$ cat src/rtl/phs_pkg.sv
// shared constants, types and helpers for the packet header statistics block
package phs_pkg;

  localparam int TYPE_ENTRIES   = 16;
  localparam int HEADER_ENTRIES = 16;
  localparam int PAIR_ENTRIES   = 64;

  localparam int TYPE_IW   = (TYPE_ENTRIES > 1) ? $clog2(TYPE_ENTRIES) : 1;
  localparam int TYPE_CW   = $clog2(TYPE_ENTRIES + 1);
  localparam int HEADER_IW = (HEADER_ENTRIES > 1) ? $clog2(HEADER_ENTRIES) : 1;
  localparam int HEADER_CW = $clog2(HEADER_ENTRIES + 1);
  localparam int PAIR_IW   = (PAIR_ENTRIES > 1) ? $clog2(PAIR_ENTRIES) : 1;
  localparam int PAIR_CW   = $clog2(PAIR_ENTRIES + 1);

  localparam logic [15:0] ETH2_MIN_TYPE    = 16'h0600;
  localparam logic [7:0]  IPV4_HEADER_BYTE = 8'h45;
  localparam logic [7:0]  IPV6_HEADER_BYTE = 8'h60;
  localparam logic [7:0]  PROTO_ICMP       = 8'd1;
  localparam logic [7:0]  PROTO_TCP        = 8'd6;
  localparam logic [7:0]  PROTO_UDP        = 8'd17;

  typedef struct packed {
    logic [15:0] len;
    logic [15:0] etype;
    logic        is_eth2;
    logic [7:0]  hfirst;
    logic        is_ipv4;
    logic        is_tcp;
    logic        is_udp;
    logic        is_icmp;
    logic [31:0] src;
    logic [31:0] dst;
  } job_t;

  typedef struct packed {
    logic [31:0] packets_seen;
    logic [31:0] bytes_seen;
    logic [31:0] ethernet_two_count;
    logic [31:0] ieee_8023_count;
    logic [31:0] ipv4_seen;
    logic [31:0] tcp_seen;
    logic [31:0] udp_seen;
    logic [31:0] icmp_seen;
    logic [31:0] type_entry_count;
    logic [31:0] header_byte_total;
    logic [31:0] pair_entry_count;
    logic        table_full;
  } result_t;

  function automatic logic [31:0] sat_add(input logic [31:0] a, input logic [31:0] b);
    logic [32:0] s;
    s = {1'b0, a} + {1'b0, b};
    return s[32] ? 32'hFFFF_FFFF : s[31:0];
  endfunction

endpackage

$ cat src/rtl/phs_queue.sv
// two-entry queue of classified items between front and back
module phs_queue (
  input  logic          clk,
  input  logic          rst,
  input  logic          push,
  output logic          q_full,
  input  phs_pkg::job_t wr_data,
  input  logic          pop,
  output logic          q_empty,
  output phs_pkg::job_t rd_data
);

  phs_pkg::job_t slots [2];
  logic          wp;
  logic          rp;
  logic [1:0]    count;
  logic          do_push;
  logic          do_pop;

  assign q_full  = count == 2'd2;
  assign q_empty = count == 2'd0;
  assign do_push = push && !q_full;
  assign do_pop  = pop && !q_empty;
  assign rd_data = slots[rp];

  always_ff @(posedge clk) begin
    if (rst) begin
      wp    <= 1'b0;
      rp    <= 1'b0;
      count <= 2'd0;
    end else begin
      if (do_push) wp <= !wp;
      if (do_pop) rp <= !rp;
      count <= count + {1'b0, do_push} - {1'b0, do_pop};
    end
    if (do_push) slots[wp] <= wr_data;
  end

endmodule

$ cat config.mk
export PLATFORM = sky130hd
export DESIGN_NAME = phs_queue
export DESIGN_NICKNAME = d
export VERILOG_FILES = /design/src/rtl/phs_pkg.sv /design/src/rtl/phs_queue.sv
export SDC_FILE = /design/constraint.sdc
export NUM_CORES = 1
export LEC_CHECK = 0
export BUFFER_PORTS_ARGS = -buffer_cell sky130_fd_sc_hd__buf_4
export CAP_MARGIN = 20
export CORE_ASPECT_RATIO = 1.5
export CORE_MARGIN = 2
export CORE_UTILIZATION = 30
export CTS_CLUSTER_SIZE = 12
export DETAILED_ROUTE_END_ITERATION = 6
export GPL_ROUTABILITY_DRIVEN = 0
export MAX_ROUTING_LAYER = met4
export RECOVER_POWER = 100
export SLEW_MARGIN = 20
export SYNTH_ARGS = -nofsm -noshare
export SYNTH_HDL_FRONTEND = slang
export SYNTH_SLANG_ARGS = --single-unit
$ cat constraint.sdc
create_clock -name clk -period 4.7 [get_ports clk]
set_input_delay 0.235 -clock clk [delete_from_list [all_inputs] [get_ports clk]]
set_output_delay 0.235 -clock clk [all_outputs]
set_load 0.01 [all_outputs]
Word level (Yosys, flattened, before mapping)

Memories as Yosys holds them, arrays and structs flattened. A register that Yosys moved wholly into a read port is not among the register bits.
Index checks and enable logic that the tools add are counted.

Register bits: 4
Bits in writable memories: 218
Input port bits: 113
Output and inout bits: 111
Word-level logic and storage cells: 18
Memories kept: 1

Memory list:

| memory | words | width | read ports | clocked after memory_dff | write ports | line            | RTL |
|---|---|---|---|---|---|---|---|
| slots  | 2     | 109   | 1          | 1                        | 1           | phs_queue.sv:13 | `phs_pkg::job_t slots [2];` |

Add/sub/neg operators: 2
Eq/ne operators: 1
Mux-type cells: 4
Reduce and logical (&&, ||, !) cells: 7

Operators with widths:

| operator                              | count |
|---|---|
| zero test 1 bit                       | 4 |
| two-way mux 1 bit                     | 4 |
| adder 2 x 1 -> 2 bit                  | 1 |
| == test 2 bit (second input constant) | 1 |
| logical AND 1 bit                     | 2 |
| zero test 2 bit                       | 1 |
| subtractor 2 x 1 -> 2 bit             | 1 |

Longest topological paths before layout

Depth in word-level cells: 5
Gate-level depth with buffers: 8
Mapped depth without buffers: 8

Least setup slack after synthesis

OpenSTA, ideal clock, no wires.

Path type: register -> register
Start: register count[0]
End: memory slots[1][0] in the netlist's numbering (enable)
Setup time: 0.481 ns
Data arrival time: 3.059 ns
Required time: 4.219 ns
Path slack: 1.160 ns
Stages on the path, launching flop included: 3
Buffers on the path: 0
Clock period less this slack: 3.540 ns
Cells stage by stage: dfxtp_1 > nand2b_2 > and3_1

Word-level cells in the longest chain between the ends: 5

Ends and longest elaborated chain:

| what                                    | line            | RTL |
|---|---|---|
| start: declaration                      | phs_queue.sv:16 | `logic [1:0] count;` |
| start signal: assignment                | phs_queue.sv:34 | `count <= count + {1'b0, do_push} - {1'b0, do_pop};` |
| == test 2 bit                           | phs_queue.sv:20 | `assign q_full = count == 2'd2;` |
| zero test 1 bit                         | phs_queue.sv:22 | `assign do_push = push && !q_full;` |
| logical AND 1 bit                       | phs_queue.sv:22 |  |
| two-way mux 1 bit                       | phs_queue.sv:36 | `if (do_push) slots[wp] <= wr_data;` |
| two-way mux 1 bit (implied by the code) | phs_queue.sv:36 |  |
| end: declaration                        | phs_queue.sv:13 |  |

No other way between the ends.

Final worst setup path

Start: register count[0]
End: memory slots[0][87] in the netlist's numbering (enable)

Same word-level chain as after synthesis.

==> load_flow_metrics.sql <==
INSERT INTO impl_metrics (metric_group, metric, value, unit) VALUES
('setup_path', 'crit_path_max_fo', '62', ''),
('floorplan', 'io_pins', '224', ''),
('power_and_ir_drop', 'powerDensity', '494.3', 'nW/µm²'),
('clock_tree', 'cts_repair_resize_count', '0', ''),
('clock_tree', 'clock_sink_count', '223', ''),
('status', 'failed_checks', 'max-capacitance violations, max-slew violations', ''),
('finish', 'most_common_cell_after_layout_fill_and_taps_aside', 'sky130_fd_sc_hd__edfxtp_1', ''),
('setup_path', 'cp.required', '4790', 'ps'),
('route', 'drt_drc_violations_left', '0', ''),
('route', 'wire_per_inst', '16.40', 'µm'),
('power_and_ir_drop', 'leakage', '0.003955', 'µW'),
('global_routing', 'antenna_found_initial', '0', ''),
('route', 'vias', '4580', ''),
('clock_tree', 'cts_tree', 'yes', ''),
('placement', 'dp.final_hpwl', '11360', 'µm'),
('setup_path', 'critical_path_arrival', '3240', 'ps'),
('hold_path', 'holdCritPathClass', 'input port to flip-flop', ''),
('route', 'antenna_left', '0', ''),
('finish', 'final_design_area_no_fill', '11420', 'µm²'),
('global_routing', 'grt_pass1_wl', '26560', 'µm'),
('synthesis', 'synth_cell_type_count', '22', ''),
('global_routing', 'grt_pass1_vias', '5186', ''),
('sta', 'clock_period_minus_final_worst_setup_slack', '3146', 'ps'),
('synthesis', 'synth_top_area_share', '80.59', '%'),
('sta', 'rsz0062_at_grt', 'no', ''),
('sta', 'fmaxAchievable', '0.3179', 'GHz'),
('route', 'drt_iter0_drc', '143', ''),
('route', 'detail_route.vias_per_cell', '4.296', ''),
('route', 'drt-total-wl', '17480', 'µm'),
('placement', 'numPortBuffers', '223', ''),
('route', 'drt_first_pass_iters', '4', ''),
('setup_path', 'crit_path_category', 'flip-flop to flip-flop', ''),
('sta', 'max-slew-margin-rel', '-19.99', '%'),
('synthesis', 'synth_largest_area_cell', 'sky130_fd_sc_hd__edfxtp_1', ''),
('flow_run', 'max_cap_violations', '1', ''),
('finish', 'filler_cell_count', '2425', ''),
('synthesis', 'synth_seq_area_share', '81.82', '%'),
('floorplan', 'die-height', '205.5', 'µm'),
('floorplan', 'die_area', '28440', 'µm²'),
('sta', 'timing.final.hold_violations', '0', ''),
('placement', 'placedInstanceArea', '10200', 'µm²'),
('synthesis', 'cells_taking_the_most_area_after_synthesis', 'sky130_fd_sc_hd__edfxtp_1 81%, sky130_fd_sc_hd__mux2_2 14%, sky130_fd_sc_hd__mux2_4 1.8%, sky130_fd_sc_hd__dfxtp_1 1.2%, sky130_fd_sc_hd__buf_2 0.55%', ''),
('clock_tree', 'max-clock-path-buffers', '3', ''),
('global_routing', 'global_route.usage.total', '12.21', '%'),
('hold_path', 'hold-path-cell-count', '4', ''),
('clock_tree', 'cts_setup_buffers', '0', ''),
('clock_tree', 'post_cts_hold_buffer_count', '110', ''),
('synthesis', 'ys.warnings.count', '0', ''),
('clock_tree', 'total_cts_buffers', '23', ''),
('sta', 'final.setup.tns', '0', 'ps'),
('power_and_ir_drop', 'ir_worst_vdd', '0.0003098', 'V'),
('sta', 'final.setup_skew', '8.130', 'ps'),
('clock_tree', 'cts_root_buffer', 'sky130_fd_sc_hd__clkbuf_16', ''),
('status', 'status', 'complete, but fails checks', ''),
('clock_tree', 'cts_max_level', '1', ''),
('floorplan', 'start_util', '30.56', '%'),
('setup_path', 'worst_r2r_path_depth', '5', ''),
('sta', 'finalMaxSlewViolations', '33', ''),
('synthesis', 'syn-mean-instance-area', '22.19', 'µm²'),
('clock_tree', 'clock_insertion_delay_worst_skew', '490', 'ps'),
('synthesis', 'synth_cells', '366', ''),
('floorplan', 'die_w', '138.4', 'µm'),
('setup_path', 'critPathCaptureType', 'flip-flop', ''),
('synthesis', 'synth-seq-cells', '223', ''),
('global_routing', 'grt_start_max_net_pins', '63', ''),
('setup_path', 'crit_path_start_kind', 'flip-flop', ''),
('setup_path', 'cells_along_the_critical_path', 'nand2b_2 > inv_1 > or3_1 > inv_4 > clkbuf_1', ''),
('setup_path', 'crit_slowest_cell', 'sky130_fd_sc_hd__clkbuf_1', ''),
('floorplan', 'rows', '73', ''),
('sta', 'post_route_fraction_of_the_period_consumed_by_the_critical_path', '66.94', '%'),
('synthesis', 'syn-num-nets', '481', '');
==> kinds of logic (layout without fill, tap and decap cells) <==
family / after synthesis / after routing / synth area share [%]
buffers and inverters: 16 / 379 / 1.155
and+or+nand+nor: 11 / 11 / 0.7086
AOI/OAI and AO/OA: 3 / 3 / 0.2156
muxes: 109 / 109 / 15.57
adders and majority gates: 2 / 2 / 0.3080
DFF: 223 / 223 / 81.82
xor gates and xnor gates: 2 / 2 / 0.2157
==> through the flow <==
stage / power, µW / hold WS (ps) / instances / worst slack (ps) / util (%)
finish: 5646 / 153.2 / 1066 / 1554 / 42.97
global route: 5939 / 178.2 / 1066 / 1274 / 42.97
CTS: 6035 / 117.9 / 1066 / 2106 / 44.91
detailed placement: 4358 / 422.8 / 920 / 2227 / 38.36
global placement: 4309 / 420.7 / 920 / 2335 / 38.36
floorplan: 3576 / 304.1 / 366 / 1160 / -
==> sequential cells by signal, indices dropped and copies added, names as in the netlist, named ones only <==
signal,count
rp,1
slots,218
count,2
wp,1
==> worst max-delay path: cells and delay by family, from the launching register on <==
| kind | cells | cell delay (ps) |
|---|---|---|
| buffers and inverters | 3 | 1810 |
| and+or+nand+nor | 2 | 540 |
| DFF | 1 | 380 |
==> final timing paths <==
kind / from / to
worst max-delay path: count[0]$_SDFF_PP0_ / slots[0][87]$_DFFE_PP_
worst min-delay path: push / wp$_SDFFE_PP0P_
worst max register to register: count[0]$_SDFF_PP0_ / slots[0][87]$_DFFE_PP_
worst min register to register: wp$_SDFFE_PP0P_ / wp$_SDFFE_PP0P_
==> routing by layer <==
metal  global-route usage, %  wire length, µm  vias up
li1                        -                -     2147
met1                   12.17             6321     2245
met2                   23.50             9743      159
met3                   2.583              978       29
met4                   4.118              436        0
met5                       -                0        -
==> power by group <==
part	switching, µW	leakage [µW]	internal (µW)	total, µW
registers	104	0.00208	2540	2640
clock network	669	0.000307	908	1580
logic	773	0.00157	651	1420
total	1550	0.00396	4100	5650
==> cell type report <==
class / count / area (µm²) / area share [%]
multi-input cells: 127 / 1358 / 11.89
inverters: 4 / 17.52 / 0.1534
clock inverters: 4 / 20.02 / 0.1753
well taps: 337 / 421.7 / 3.692
flip-flops and latches: 223 / 6646 / 58.19
repair buffers: 339 / 2340 / 20.48
clock buffers: 32 / 619.3 / 5.422
==> cells in the mapped netlist, drive strengths merged <==
master and instances:
xnor2 1, a21oi 1, xor2 1, ha 2
buf 12, o21a 1, nor2b 1, inv 4
dfxtp 5, nor3 1, nor2 4, nand2b 1
or3 1, edfxtp 218, nand2 1, and3 1
mux2 109, o21ai 1, and2 1
(Power assumes the default switching activity.)
